**src/rtl/irat_pkg.sv**
```systemverilog
`default_nettype none
package irat_pkg;
	localparam int MAX_RANGES_DEF = 16;
	localparam int COORD_BITS_DEF = 16;
	localparam int OP_W = 3;
	localparam int ST_W = 2;

	typedef enum logic [OP_W-1:0] {
		OP_ALLOC = 3'd0,
		OP_RELEASE = 3'd1,
		OP_CHECK = 3'd2,
		OP_LIST = 3'd3,
		OP_LISTM = 3'd4
	} op_t;

	localparam logic [ST_W-1:0] ST_OK = 2'd0;
	localparam logic [ST_W-1:0] ST_INVALID = 2'd1;
	localparam logic [ST_W-1:0] ST_FULL = 2'd2;

	typedef enum logic [3:0] {
		S_IDLE,
		S_CUT_RD,
		S_CUT,
		S_CUT_DONE,
		S_COPY_RD,
		S_COPY,
		S_CHK_RD,
		S_CHK,
		S_LIST_RD,
		S_LIST,
		S_RESP
	} state_t;

	typedef struct packed {
		logic load;
		logic cut_start;
		logic cut_step;
		logic copy_start;
		logic copy_step;
		logic commit;
		logic rd_start;
		logic rd_step;
		logic emit_list;
		logic emit_flush;
		logic emit_resp;
		logic [ST_W-1:0] resp_status;
	} irat_cmd_t;

	typedef struct packed {
		logic invalid;
		logic cut_end;
		logic ovf;
		logic copy_end;
		logic rd_end;
		logic empty;
		logic out_free;
	} irat_sts_t;
endpackage
`default_nettype wire

```
**src/rtl/irat_if.sv**
```systemverilog
`default_nettype none
interface irat_in_if
	import irat_pkg::*;
#(parameter int COORD_BITS = COORD_BITS_DEF);
	logic valid;
	logic ready;
	logic [OP_W-1:0] operation;
	logic signed [COORD_BITS-1:0] range_start;
	logic signed [COORD_BITS-1:0] range_end;
	modport source (output valid, operation, range_start, range_end, input ready);
	modport sink (input valid, operation, range_start, range_end, output ready);
endinterface

interface irat_out_if
	import irat_pkg::*;
#(parameter int COORD_BITS = COORD_BITS_DEF);
	logic valid;
	logic ready;
	logic [ST_W-1:0] status;
	logic available;
	logic has_range;
	logic signed [COORD_BITS-1:0] out_start;
	logic signed [COORD_BITS-1:0] out_end;
	logic last;
	modport source (output valid, status, available, has_range, out_start, out_end, last,
		input ready);
	modport sink (input valid, status, available, has_range, out_start, out_end, last,
		output ready);
endinterface
`default_nettype wire

```
**src/rtl/irat_ctrl.sv**
```systemverilog
`default_nettype none
module irat_ctrl
	import irat_pkg::*;
(
	input wire logic clk,
	input wire logic arst_n,
	input wire logic in_valid,
	output logic in_ready,
	input wire logic [OP_W-1:0] in_op,
	input wire irat_sts_t sts,
	output irat_cmd_t cmd
);
	state_t state_q, state_nx;
	logic [OP_W-1:0] op_q;

	always_ff @(posedge clk or negedge arst_n) begin
		if (!arst_n) begin
			state_q <= S_IDLE;
			op_q <= '0;
		end else begin
			state_q <= state_nx;
			if (in_valid && in_ready) op_q <= in_op;
		end
	end

	assign in_ready = (state_q == S_IDLE);

	always_comb begin
		state_nx = state_q;
		unique case (state_q)
			S_IDLE: if (in_valid) state_nx = S_RESP;
			S_RESP: begin
				if (sts.invalid && op_q <= OP_CHECK) begin
					if (sts.out_free) state_nx = S_IDLE;
				end else if (op_q == OP_ALLOC || op_q == OP_RELEASE) begin
					state_nx = S_CUT_RD;
				end else if (op_q == OP_CHECK) begin
					state_nx = S_CHK_RD;
				end else if (op_q == OP_LIST || op_q == OP_LISTM) begin
					state_nx = S_LIST_RD;
				end else if (sts.out_free) begin
					state_nx = S_IDLE;
				end
			end
			S_CUT_RD: state_nx = sts.rd_end ? S_CUT_DONE : S_CUT;
			S_CUT: if (sts.cut_end) state_nx = S_CUT_DONE;
			S_CUT_DONE: begin
				if (sts.ovf) begin
					if (sts.out_free) state_nx = S_IDLE;
				end else state_nx = S_COPY_RD;
			end
			S_COPY_RD: state_nx = S_COPY;
			S_COPY: if (sts.copy_end && sts.out_free) state_nx = S_IDLE;
			S_CHK_RD: state_nx = sts.rd_end ? S_LIST : S_CHK;
			S_CHK: if (sts.rd_end) state_nx = S_LIST;
			S_LIST_RD: state_nx = sts.empty ? S_LIST : S_LIST;
			S_LIST: if (sts.out_free && sts.rd_end) state_nx = S_IDLE;
			default: state_nx = S_IDLE;
		endcase
	end

	always_comb begin
		cmd = '0;
		cmd.resp_status = ST_OK;
		unique case (state_q)
			S_IDLE: cmd.load = in_valid;
			S_RESP: begin
				if (sts.invalid && op_q <= OP_CHECK) begin
					cmd.emit_resp = sts.out_free;
					cmd.resp_status = ST_INVALID;
				end else if (op_q <= OP_LISTM) begin
					cmd.rd_start = 1'b1;
					cmd.cut_start = 1'b1;
				end else begin
					cmd.emit_resp = sts.out_free;
				end
			end
			S_CUT_RD: begin
				cmd.rd_step = 1'b1;
				cmd.cut_step = 1'b0;
			end
			S_CUT: cmd.cut_step = 1'b1;
			S_CUT_DONE: begin
				if (sts.ovf) begin
					cmd.emit_resp = sts.out_free;
					cmd.resp_status = ST_FULL;
				end else begin
					cmd.copy_start = 1'b1;
				end
			end
			S_COPY_RD: cmd.copy_step = 1'b1;
			S_COPY: begin
				cmd.copy_step = !sts.copy_end;
				if (sts.copy_end) begin
					cmd.emit_resp = sts.out_free;
					cmd.commit = sts.out_free;
				end
			end
			S_CHK_RD, S_CHK: cmd.rd_step = 1'b1;
			S_LIST_RD: cmd.rd_step = 1'b0;
			S_LIST: begin
				cmd.emit_list = sts.out_free;
				cmd.emit_flush = sts.out_free && sts.rd_end;
			end
			default: ;
		endcase
	end
endmodule
`default_nettype wire

```
**src/rtl/irat_dp.sv**
```systemverilog
`default_nettype none
module irat_dp
	import irat_pkg::*;
#(
	parameter int MAX_RANGES = MAX_RANGES_DEF,
	parameter int COORD_BITS = COORD_BITS_DEF
) (
	input wire logic clk,
	input wire logic arst_n,
	input wire logic [OP_W-1:0] in_op,
	input wire logic signed [COORD_BITS-1:0] in_start,
	input wire logic signed [COORD_BITS-1:0] in_end,
	input wire irat_cmd_t cmd,
	output irat_sts_t sts,
	output logic out_valid,
	input wire logic out_ready,
	output logic [ST_W-1:0] out_status,
	output logic out_available,
	output logic out_has_range,
	output logic signed [COORD_BITS-1:0] out_start,
	output logic signed [COORD_BITS-1:0] out_end,
	output logic out_last
);
	localparam int IW = $clog2(MAX_RANGES + 1);
	localparam int SW = $clog2(MAX_RANGES + 3);
	localparam int XI = $clog2(MAX_RANGES);
	localparam int XS = $clog2(MAX_RANGES + 2);

	logic signed [COORD_BITS-1:0] tlo_q [MAX_RANGES];
	logic signed [COORD_BITS-1:0] thi_q [MAX_RANGES];
	logic signed [COORD_BITS-1:0] slo_q [MAX_RANGES+2];
	logic signed [COORD_BITS-1:0] shi_q [MAX_RANGES+2];
	logic [IW-1:0] count_q;
	logic [IW-1:0] idx_q;
	logic [SW-1:0] n_q;
	logic [SW-1:0] wi_q;
	logic ins_done_q;
	logic [OP_W-1:0] op_q;
	logic signed [COORD_BITS-1:0] s_q, e_q, clo_q, chi_q;
	logic have_q, avail_q, flushed_q;

	logic signed [COORD_BITS-1:0] rlo, rhi;
	logic ov;
	assign rlo = tlo_q[idx_q[XI-1:0]];
	assign rhi = thi_q[idx_q[XI-1:0]];
	assign ov = !(rhi <= s_q || rlo >= e_q);

	always_comb begin
		sts.invalid = !(s_q < e_q);
		sts.rd_end = (idx_q >= count_q);
		sts.cut_end = (idx_q + 1'b1 >= {1'b0, count_q}) || (idx_q >= count_q);
		sts.ovf = (op_q == OP_ALLOC) ? (n_q + 1'b1 > SW'(MAX_RANGES))
			: (n_q > SW'(MAX_RANGES));
		sts.copy_end = (wi_q >= n_q + SW'(op_q == OP_ALLOC));
		sts.empty = (count_q == '0);
		sts.out_free = !out_valid || out_ready;
	end

	logic [SW-1:0] n_nx;
	always_comb begin
		n_nx = n_q;
		if (!ov) n_nx = n_q + 1'b1;
		else n_nx = n_q + SW'(rlo < s_q) + SW'(rhi > e_q);
	end

	always_ff @(posedge clk) begin
		if (cmd.load) begin
			op_q <= in_op;
			s_q <= in_start;
			e_q <= in_end;
		end
		if (cmd.cut_start) n_q <= '0;
		if ((cmd.cut_step || (cmd.rd_step && (op_q <= OP_RELEASE))) && idx_q < count_q) begin
			if (!ov) begin
				if (n_q < SW'(MAX_RANGES + 2)) begin
					slo_q[n_q[XS-1:0]] <= rlo;
					shi_q[n_q[XS-1:0]] <= rhi;
				end
			end else begin
				if (rlo < s_q && n_q < SW'(MAX_RANGES + 2)) begin
					slo_q[n_q[XS-1:0]] <= rlo;
					shi_q[n_q[XS-1:0]] <= s_q;
				end
				if (rhi > e_q && (n_q + SW'(rlo < s_q)) < SW'(MAX_RANGES + 2)) begin
					slo_q[XS'(n_q + SW'(rlo < s_q))] <= e_q;
					shi_q[XS'(n_q + SW'(rlo < s_q))] <= rhi;
				end
			end
			n_q <= n_nx;
		end
		if (cmd.copy_start) begin
			wi_q <= '0;
			ins_done_q <= (op_q != OP_ALLOC);
			idx_q <= '0;
		end else if (cmd.rd_start) begin
			idx_q <= '0;
			avail_q <= 1'b1;
			have_q <= 1'b0;
			flushed_q <= 1'b0;
		end
		if (cmd.emit_flush && op_q == OP_LISTM) flushed_q <= 1'b1;
		if (cmd.copy_step && !sts.copy_end) begin
			if (!ins_done_q && (wi_q[IW-1:0] == idx_q[IW-1:0]) &&
				(IW'(wi_q) >= IW'(n_q) || !(slo_q[XS'(idx_q)] < s_q))) begin
				tlo_q[wi_q[XI-1:0]] <= s_q;
				thi_q[wi_q[XI-1:0]] <= e_q;
				ins_done_q <= 1'b1;
			end else begin
				tlo_q[wi_q[XI-1:0]] <= slo_q[XS'(idx_q)];
				thi_q[wi_q[XI-1:0]] <= shi_q[XS'(idx_q)];
				idx_q <= idx_q + 1'b1;
			end
			wi_q <= wi_q + 1'b1;
		end
		if ((cmd.cut_step || cmd.rd_step) && idx_q < count_q) begin
			idx_q <= idx_q + 1'b1;
			if (ov) avail_q <= 1'b0;
		end
		if (cmd.emit_list && op_q >= OP_LIST && idx_q < count_q) begin
			idx_q <= idx_q + 1'b1;
			if (op_q == OP_LIST || !have_q) begin
				clo_q <= rlo;
				chi_q <= rhi;
			end else if (chi_q >= rlo) begin
				if (rhi > chi_q) chi_q <= rhi;
			end else begin
				clo_q <= rlo;
				chi_q <= rhi;
			end
			have_q <= 1'b1;
		end
	end

	always_ff @(posedge clk or negedge arst_n) begin
		if (!arst_n) count_q <= '0;
		else if (cmd.commit) count_q <= IW'(n_q + SW'(op_q == OP_ALLOC));
	end

	logic list_out, merged_out;
	assign merged_out = have_q && idx_q < count_q && !(chi_q >= rlo);
	assign list_out = cmd.emit_list && (
		(op_q == OP_LIST && idx_q < count_q) ||
		(op_q == OP_LISTM && (merged_out || (idx_q >= count_q && !flushed_q))) ||
		(op_q == OP_CHECK) || (count_q == '0));

	always_ff @(posedge clk or negedge arst_n) begin
		if (!arst_n) out_valid <= 1'b0;
		else if (cmd.emit_resp || list_out) out_valid <= 1'b1;
		else if (out_ready) out_valid <= 1'b0;
	end

	always_ff @(posedge clk) begin
		if (cmd.emit_resp) begin
			out_status <= cmd.resp_status;
			out_available <= 1'b0;
			out_has_range <= 1'b0;
			out_start <= '0;
			out_end <= '0;
			out_last <= 1'b1;
		end else if (list_out) begin
			out_status <= ST_OK;
			out_available <= (op_q == OP_CHECK) && avail_q;
			if (op_q == OP_CHECK || count_q == '0) begin
				out_has_range <= 1'b0;
				out_start <= '0;
				out_end <= '0;
				out_last <= 1'b1;
			end else if (op_q == OP_LIST) begin
				out_has_range <= 1'b1;
				out_start <= rlo;
				out_end <= rhi;
				out_last <= (idx_q + 1'b1 == count_q);
			end else begin
				out_has_range <= 1'b1;
				out_start <= clo_q;
				out_end <= chi_q;
				out_last <= (idx_q >= count_q);
			end
		end
	end

	// Merged list: the last-remembered span is emitted on the cycle it closes.
	// When the state machine sees rd_end it leaves after flushing.
	assert property (@(posedge clk) disable iff (!arst_n) count_q <= IW'(MAX_RANGES))
		else $error("entry count beyond capacity");
	assert property (@(posedge clk) disable iff (!arst_n) cmd.commit |-> !sts.ovf)
		else $error("commit on overflow");
	assert property (@(posedge clk) disable iff (!arst_n)
		(cmd.emit_resp && list_out) |-> 1'b0)
		else $error("two responses in one cycle");
endmodule
`default_nettype wire

```
**src/rtl/interval_range_allocation_table_core.sv**
```systemverilog
// Interval range table: keeps up to MAX_RANGES sorted half-open ranges in flip-flops and
// takes one operation word at a time; in.ready is high only while idle. Allocate and release
// make one scan pass into scratch and one copy pass back; check and both list operations
// make one scan pass. The table scan reads a single entry per cycle unless the output stalls.
// Results leave through a registered output word; list operations produce one word per
// entry or merged span, the final one carrying last, and a stalled output word holds the scan.
`default_nettype none
module interval_range_allocation_table_core
	import irat_pkg::*;
#(
	parameter int MAX_RANGES = MAX_RANGES_DEF,
	parameter int COORD_BITS = COORD_BITS_DEF
) (
	input wire logic clk,
	input wire logic arst_n,
	irat_in_if.sink in,
	irat_out_if.source out
);
	irat_cmd_t cmd;
	irat_sts_t sts;

	irat_ctrl u_ctrl (
		.clk(clk), .arst_n(arst_n),
		.in_valid(in.valid), .in_ready(in.ready), .in_op(in.operation),
		.sts(sts), .cmd(cmd)
	);

	irat_dp #(.MAX_RANGES(MAX_RANGES), .COORD_BITS(COORD_BITS)) u_dp (
		.clk(clk), .arst_n(arst_n),
		.in_op(in.operation), .in_start(in.range_start), .in_end(in.range_end),
		.cmd(cmd), .sts(sts),
		.out_valid(out.valid), .out_ready(out.ready),
		.out_status(out.status), .out_available(out.available),
		.out_has_range(out.has_range), .out_start(out.out_start),
		.out_end(out.out_end), .out_last(out.last)
	);
endmodule
`default_nettype wire
```
**src/flat_wrapper.sv**
```systemverilog
// flat-port wrapper written by rule: the top's interface ports become plain ports
module interval_range_allocation_table_core_flat import irat_pkg::*;
#(
	parameter int MAX_RANGES = MAX_RANGES_DEF,
	parameter int COORD_BITS = COORD_BITS_DEF
)
  (clk, arst_n, in_valid, in_operation, in_range_start, in_range_end, in_ready, out_valid, out_status, out_available, out_has_range, out_out_start, out_out_end, out_last, out_ready);
  irat_in_if #(.COORD_BITS(COORD_BITS)) in_i ();
  irat_out_if #(.COORD_BITS(COORD_BITS)) out_i ();
  input wire logic clk;
  input wire logic arst_n;
  input wire logic [$bits(in_i.valid)-1:0] in_valid;
  input wire logic [$bits(in_i.operation)-1:0] in_operation;
  input wire logic [$bits(in_i.range_start)-1:0] in_range_start;
  input wire logic [$bits(in_i.range_end)-1:0] in_range_end;
  output wire logic [$bits(in_i.ready)-1:0] in_ready;
  output wire logic [$bits(out_i.valid)-1:0] out_valid;
  output wire logic [$bits(out_i.status)-1:0] out_status;
  output wire logic [$bits(out_i.available)-1:0] out_available;
  output wire logic [$bits(out_i.has_range)-1:0] out_has_range;
  output wire logic [$bits(out_i.out_start)-1:0] out_out_start;
  output wire logic [$bits(out_i.out_end)-1:0] out_out_end;
  output wire logic [$bits(out_i.last)-1:0] out_last;
  input wire logic [$bits(out_i.ready)-1:0] out_ready;
  assign in_i.valid = in_valid;
  assign in_i.operation = in_operation;
  assign in_i.range_start = in_range_start;
  assign in_i.range_end = in_range_end;
  assign in_ready = in_i.ready;
  assign out_valid = out_i.valid;
  assign out_status = out_i.status;
  assign out_available = out_i.available;
  assign out_has_range = out_i.has_range;
  assign out_out_start = out_i.out_start;
  assign out_out_end = out_i.out_end;
  assign out_last = out_i.last;
  assign out_i.ready = out_ready;
  interval_range_allocation_table_core #(.MAX_RANGES(MAX_RANGES), .COORD_BITS(COORD_BITS)) u_core (.clk(clk), .arst_n(arst_n), .in(in_i), .out(out_i));
endmodule
```
**config.mk**
```make
export PLATFORM = sky130hd
export DESIGN_NAME = interval_range_allocation_table_core_flat
export DESIGN_NICKNAME = d
export VERILOG_FILES = /design/src/rtl/irat_pkg.sv /design/src/rtl/irat_if.sv /design/src/rtl/irat_ctrl.sv /design/src/rtl/irat_dp.sv /design/src/rtl/interval_range_allocation_table_core.sv /design/src/flat_wrapper.sv
export SDC_FILE = /design/constraint.sdc
export NUM_CORES = 2
export LEC_CHECK = 0
export ABC_AREA = 1
export BUFFER_PORTS_ARGS = -buffer_cell sky130_fd_sc_hd__buf_2
export CAP_MARGIN = 0
export CORE_UTILIZATION = 50
export DETAILED_ROUTE_END_ITERATION = 8
export GPL_ROUTABILITY_DRIVEN = 0
export PLACE_DENSITY_LB_ADDON = 0.08
export SYNTH_ARGS = -nofsm -noshare
export SYNTH_HDL_FRONTEND = slang
export SYNTH_HIERARCHICAL = 1
export SYNTH_SLANG_ARGS = --single-unit
```
**constraint.sdc**
```tcl
create_clock -name clk -period 9.2 [get_ports clk]
set_clock_uncertainty 0.05 [all_clocks]
set_input_delay 0.46 -clock clk [delete_from_list [all_inputs] [get_ports clk]]
set_output_delay 0.46 -clock clk [all_outputs]
set_load 0.01 [all_outputs]
```
# Word level (Yosys, flattened, before mapping)

Memories as Yosys holds them, arrays and structs flattened. A register that Yosys moved wholly into a read port is not among the register bits.
Cells that the tools add are included.

Add/sub/neg operators: 7
Magnitude comparators: 21
Equality and inequality tests: 26
Muxes and demuxes: 89
Bitwise logic cells: 5
Reduce and logical (&&, ||, !) cells: 59

Operators with widths:

| operator            | count |
|---|---|
| $mux 16             | 13 |
| $mux 5              | 11 |
| $lt 16x16->1        | 3 |
| $mux 4              | 12 |
| $mux 1              | 45 |
| $pmux 4 s11         | 1 |
| $ge 16x16->1        | 2 |
| $gt 16x16->1        | 2 |
| $logic_and 1x1->1   | 22 |
| $eq 4x3->1 const B  | 4 |
| $le 16x16->1        | 1 |
| $add 5x1->5         | 3 |
| $add 5x1->5 const B | 3 |
| $ge 5x5->1          | 3 |
| $logic_or 1x1->1    | 15 |
| $eq 3x2->1 const B  | 4 |
| $eq 4x4->1 const B  | 3 |
| $eq 5x5->1          | 2 |
| $gt 5x5->1 const B  | 2 |
| $lt 5x5->1 const B  | 2 |
| $ne 2x2->1 const B  | 5 |
| $eq 4x2->1 const B  | 2 |
| $logic_not 1->1     | 8 |
| $reduce_bool 2->1   | 4 |
| other kinds (26)    | 35 |

Register bits: 136
Bits in writable memories: 1088
Input port bits: 39
Output and inout bits: 39
Memories: 4

Memory list:

| name              | words | width | read ports | clocked after Yosys merged registers in | write ports | line          | source |
|---|---|---|---|---|---|---|---|
| u_core.u_dp.shi_q | 18    | 16    | 1          | 1                                       | 2           | irat_dp.sv:32 | `logic signed [COORD_BITS-1:0] shi_q [MAX_RANGES+2];` |
| u_core.u_dp.slo_q | 18    | 16    | 1          | 1                                       | 2           | irat_dp.sv:31 | `logic signed [COORD_BITS-1:0] slo_q [MAX_RANGES+2];` |
| u_core.u_dp.thi_q | 16    | 16    | 1          | 1                                       | 1           | irat_dp.sv:30 | `logic signed [COORD_BITS-1:0] thi_q [MAX_RANGES];` |
| u_core.u_dp.tlo_q | 16    | 16    | 1          | 1                                       | 1           | irat_dp.sv:29 | `logic signed [COORD_BITS-1:0] tlo_q [MAX_RANGES];` |

# Logic depth before layout (Yosys ltp)

Depth after elaboration: 11
Mapped depth: 41
Gate-level depth less buffers: 34

# By module

The synthesis kept the hierarchy.

Modules (own cells, without submodules):

| module    | instances | cells each | area each (um2) | seq. area each (um2) |
|---|---|---|---|---|
| irat_dp   | 1         | 5725       | 58832.7         | 36074.6 |
| irat_ctrl | 1         | 133        | 797.0           | 175.2 |

# Least setup slack after synthesis

OpenSTA, ideal clock, no wires.

Kind: register to register
Start: reg u_core.u_dp.idx_q[0]
End: mem u_core/u_dp/shi_q[10][0] (netlist name) (enable)
Setup time: 478 ps
Arrival time: 6048 ps
Required time: 8672 ps
Setup slack: 2624 ps
Cell stages (with the launch flop): 35
Cells stage by stage: dfxtp_1 buf_4 buf_6 buf_2 buf_2 clkbuf_1 nor2_1 o221ai_1 o211ai_1 nand2_1 buf_2 buf_2 ha_1 a21oi_1 o21a_1 o21ai_0 a31oi_1 nand3_2 nand2_4 inv_6 buf_12 ha_1 ha_1 or2_2 nand2_1 inv_2 nand3_1 a21oi_1 nand3_1 inv_1 buf_4 nand3_1 buf_2 buf_1 nand2_1

RTL lines:

| item                     | line           | source |
|---|---|---|
| start: declaration       | irat_dp.sv:34  | `logic [IW-1:0] idx_q;` |
| start signal: assignment | irat_dp.sv:111 | `idx_q <= idx_q + 1'b1;` |
| start signal: assignment | irat_dp.sv:116 | `idx_q <= idx_q + 1'b1;` |
| start signal: assignment | irat_dp.sv:120 | `idx_q <= idx_q + 1'b1;` |
| end: declaration         | irat_dp.sv:32  |  |

==> impl_metrics.tcl <==
set metrics [dict create \
    cts_tree "yes" \
    die_x_um 347 \
    clock_tree.root_cell "clkbuf_16" \
    synth_nets 6056 \
    met2_usage_pct 51.6 \
    path_max_fanout 67 \
    min_period_over_period_pct 91.9 \
    first_global_vias 43924 \
    cts.htree.levels 4 \
    relSlewSlack_pct 11.5 \
    drive_above_1_share_pct 9.21 \
    p_int_uw 13700 \
    p_sw_uw 10800 \
    dr.pass1.iters 6 \
    groute.usage.overall_pct 34.7 \
    tns_ns 0 \
    clock_sinks 1224 \
    drt_iter0_drc 6552 \
    crit_required_ns 9.55 \
    final_nets 5992 \
    placedCellCount 7154 \
    powerDensity_nw_per_um2 372 \
    maxCapViolCount 0 \
    io_buffers 77 \
    io_pins 78 \
    fp.coreArea_um2 118000 \
    syn_to_final_growth_pct 10.8 \
    clock_latency_ns 0.78 \
    fin_crit_ns 8.45 \
    start_util_pct 50.5 \
    cts_setup_buffers 0 \
    fmax_mhz 118 \
    antenna_found_initial 0 \
    combPwrFrac_pct 46.3 \
    synth.cell_area_um2 59600 \
    grt_start_max_net_pins 163 \
    dp_hpwl_um 125000 \
    p_leak_uw 0.0253 \
    ant_nets 0 \
    pwr-share-seq_pct 31.8 \
    critPathLaunchType "register" \
    tightest_slew_ns 1.32 \
    rows 126 \
    cts_hold_buf 37 \
    setup_viol 0 \
    ys_warn_count 6 \
    swShare_pct 44.0 \
    clk_pin_slew_ns 0.06 \
    drt-vias-per-instance 6.37 \
    critical_path_class "register to register" \
    routed_wl_um 212000 \
    status "complete, no violations" \
    grt_util_met3_pct 8.43 \
    cts_max_path_buffers 3 \
    cts_buffers 136 \
    hold_path_class "input pin to register" \
    p_clk_share_pct 21.8 \
    top_usage_layer "met2" \
    overflow 0 \
    num_vias 47363 \
    dieHeight_um 347 \
    endpoint_kind "register" \
    arrival_ns 8.80 \
    fin_cells 7433 \
    dieArea_um2 121000 \
    grt_pass1_wl_um 305000 \
    use_met1_pct 48.9 \
    syn_avg_cell_area_um2 10.2 \
    hold_violations 0 \
    rsz0062_at_grt "false" \
    synthCells 5857 \
    diodes 0 \
    drc 0 \
    cts_resized 0 \
    slew_violations 0 \
    wl_per_cell_um 28.5 \
    irDropWorstVdd_v 0.000325 \
]
[placed cells by master (no fill, tap or decap), drive strengths merged, types with 5 or more instances in the layout]
cell type,n
dfrtp,13
nor3,16
inv,191
o211ai,35
buf,198
nand4,18
ha,160
nor2,399
nand2,1587
clkinvlp,5
o21ai,665
edfxtp,1167
o221ai,279
xor2,14
a32oi,16
dfxtp,44
clkbuf,166
a32o,16
clkinv,100
dlygate4sd3,37
o21bai,6
o22ai,29
or2,8
a21oi,210
bufinv,10
nand3,475
[per-layer routing]
metal / vias to the layer above / share of wire (%)
met2: 3012 / 44
met4: 0 / 4.1
met1: 23049 / 40
li1: 20858 / -
met3: 444 / 12
met5: - / 0
[final timing paths]
kind / depth (start not counted) / slack (ns) / from / to
max reg2reg: 25 / 0.75 / u_core/u_dp/idx_q[0] / u_core/u_dp/shi_q[5][9]
min in group asynchronous: 2 / 0.08 / arst_n / u_core/u_dp/out_valid
max in group asynchronous: 2 / 8.74 / arst_n / u_core/u_ctrl/state_q[3]
max: 25 / 0.75 / u_core/u_dp/idx_q[0] / u_core/u_dp/shi_q[5][9]
min reg2reg: 2 / 0.39 / u_core/u_dp/out_end[3] / u_core/u_dp/out_end[3]
min: 4 / 0.05 / in_valid / u_core/u_ctrl/state_q[0]
[through the flow]
step	utilization (%)	hold slack [ns]	setup WS (ns)	cell area [µm²]	total power, µW
after global routing	55.9	0.0711	0.337	66000	25800
after CTS	55.9	0.0117	0.987	66000	24300
after global placement	52.0	0.340	1.14	61400	18700
after detailed placement	52.0	0.342	1.03	61400	18900
after floorplan	-	0.114	2.62	59600	15200
final	55.9	0.0526	0.746	66000	24500
[worst max-delay path, cell delays in order, from the launching register on]
cell	delay, ns
dfxtp_4	0.59
inv_8	0.45
nand2_4	0.48
o221ai_1	0.35
o221ai_1	0.16
nand2_1	0.23
clkinv_1	0.70
ha_1	0.51
a21oi_1	0.15
o21a_1	0.13
o21ai_0	0.07
a31oi_1	0.25
nand2_1	0.12
nand2_2	0.12
nand2_4	0.08
inv_6	0.23
ha_1	0.26
ha_1	0.19
nand3_1	0.09
xor2_1	0.23
nor2_1	0.53
nand2_1	0.11
nor2_1	0.39
nand2_2	0.49
nand2_2	0.41
buf_4	0.55
[state kept, by name, indices dropped and copies added, names as in the netlist, 4 cells and up]
name / cells
u_core/u_ctrl/state_q: 4
u_core/u_dp/count_q: 5
u_core/u_dp/shi_q: 288
u_core/u_dp/out_end: 16
u_core/u_dp/tlo_q: 256
u_core/u_dp/e_q: 16
u_core/u_dp/slo_q: 288
u_core/u_dp/out_start: 16
u_core/u_dp/idx_q: 5
u_core/u_dp/wi_q: 5
u_core/u_dp/thi_q: 256
u_core/u_dp/s_q: 16
u_core/u_dp/n_q: 5
u_core/u_dp/chi_q: 16
u_core/u_dp/clo_q: 16
[final cells by class]
type / instances / area, µm²
clock inverter: 76 / 753
inverter: 230 / 888
tap: 1536 / 1920
timing repair buffer: 235 / 1800
sequential: 1224 / 36300
clock buffer: 166 / 3570
fill: 10016 / 52000
multi-input combinational: 3966 / 20800
[power by group through the flow]
| stage | clock [µW] | sequential (µW) | combinational [µW] |
|---|---|---|---|
| global route | 5630 | 7830 | 12400 |
| finish | 5360 | 7810 | 11400 |
| floorplan | 0 | 7710 | 7540 |
| detailed placement | 0 | 7910 | 11000 |
| global placement | 0 | 7900 | 10800 |
| CTS | 5420 | 7790 | 11100 |
(Power assumes the default switching activity.)
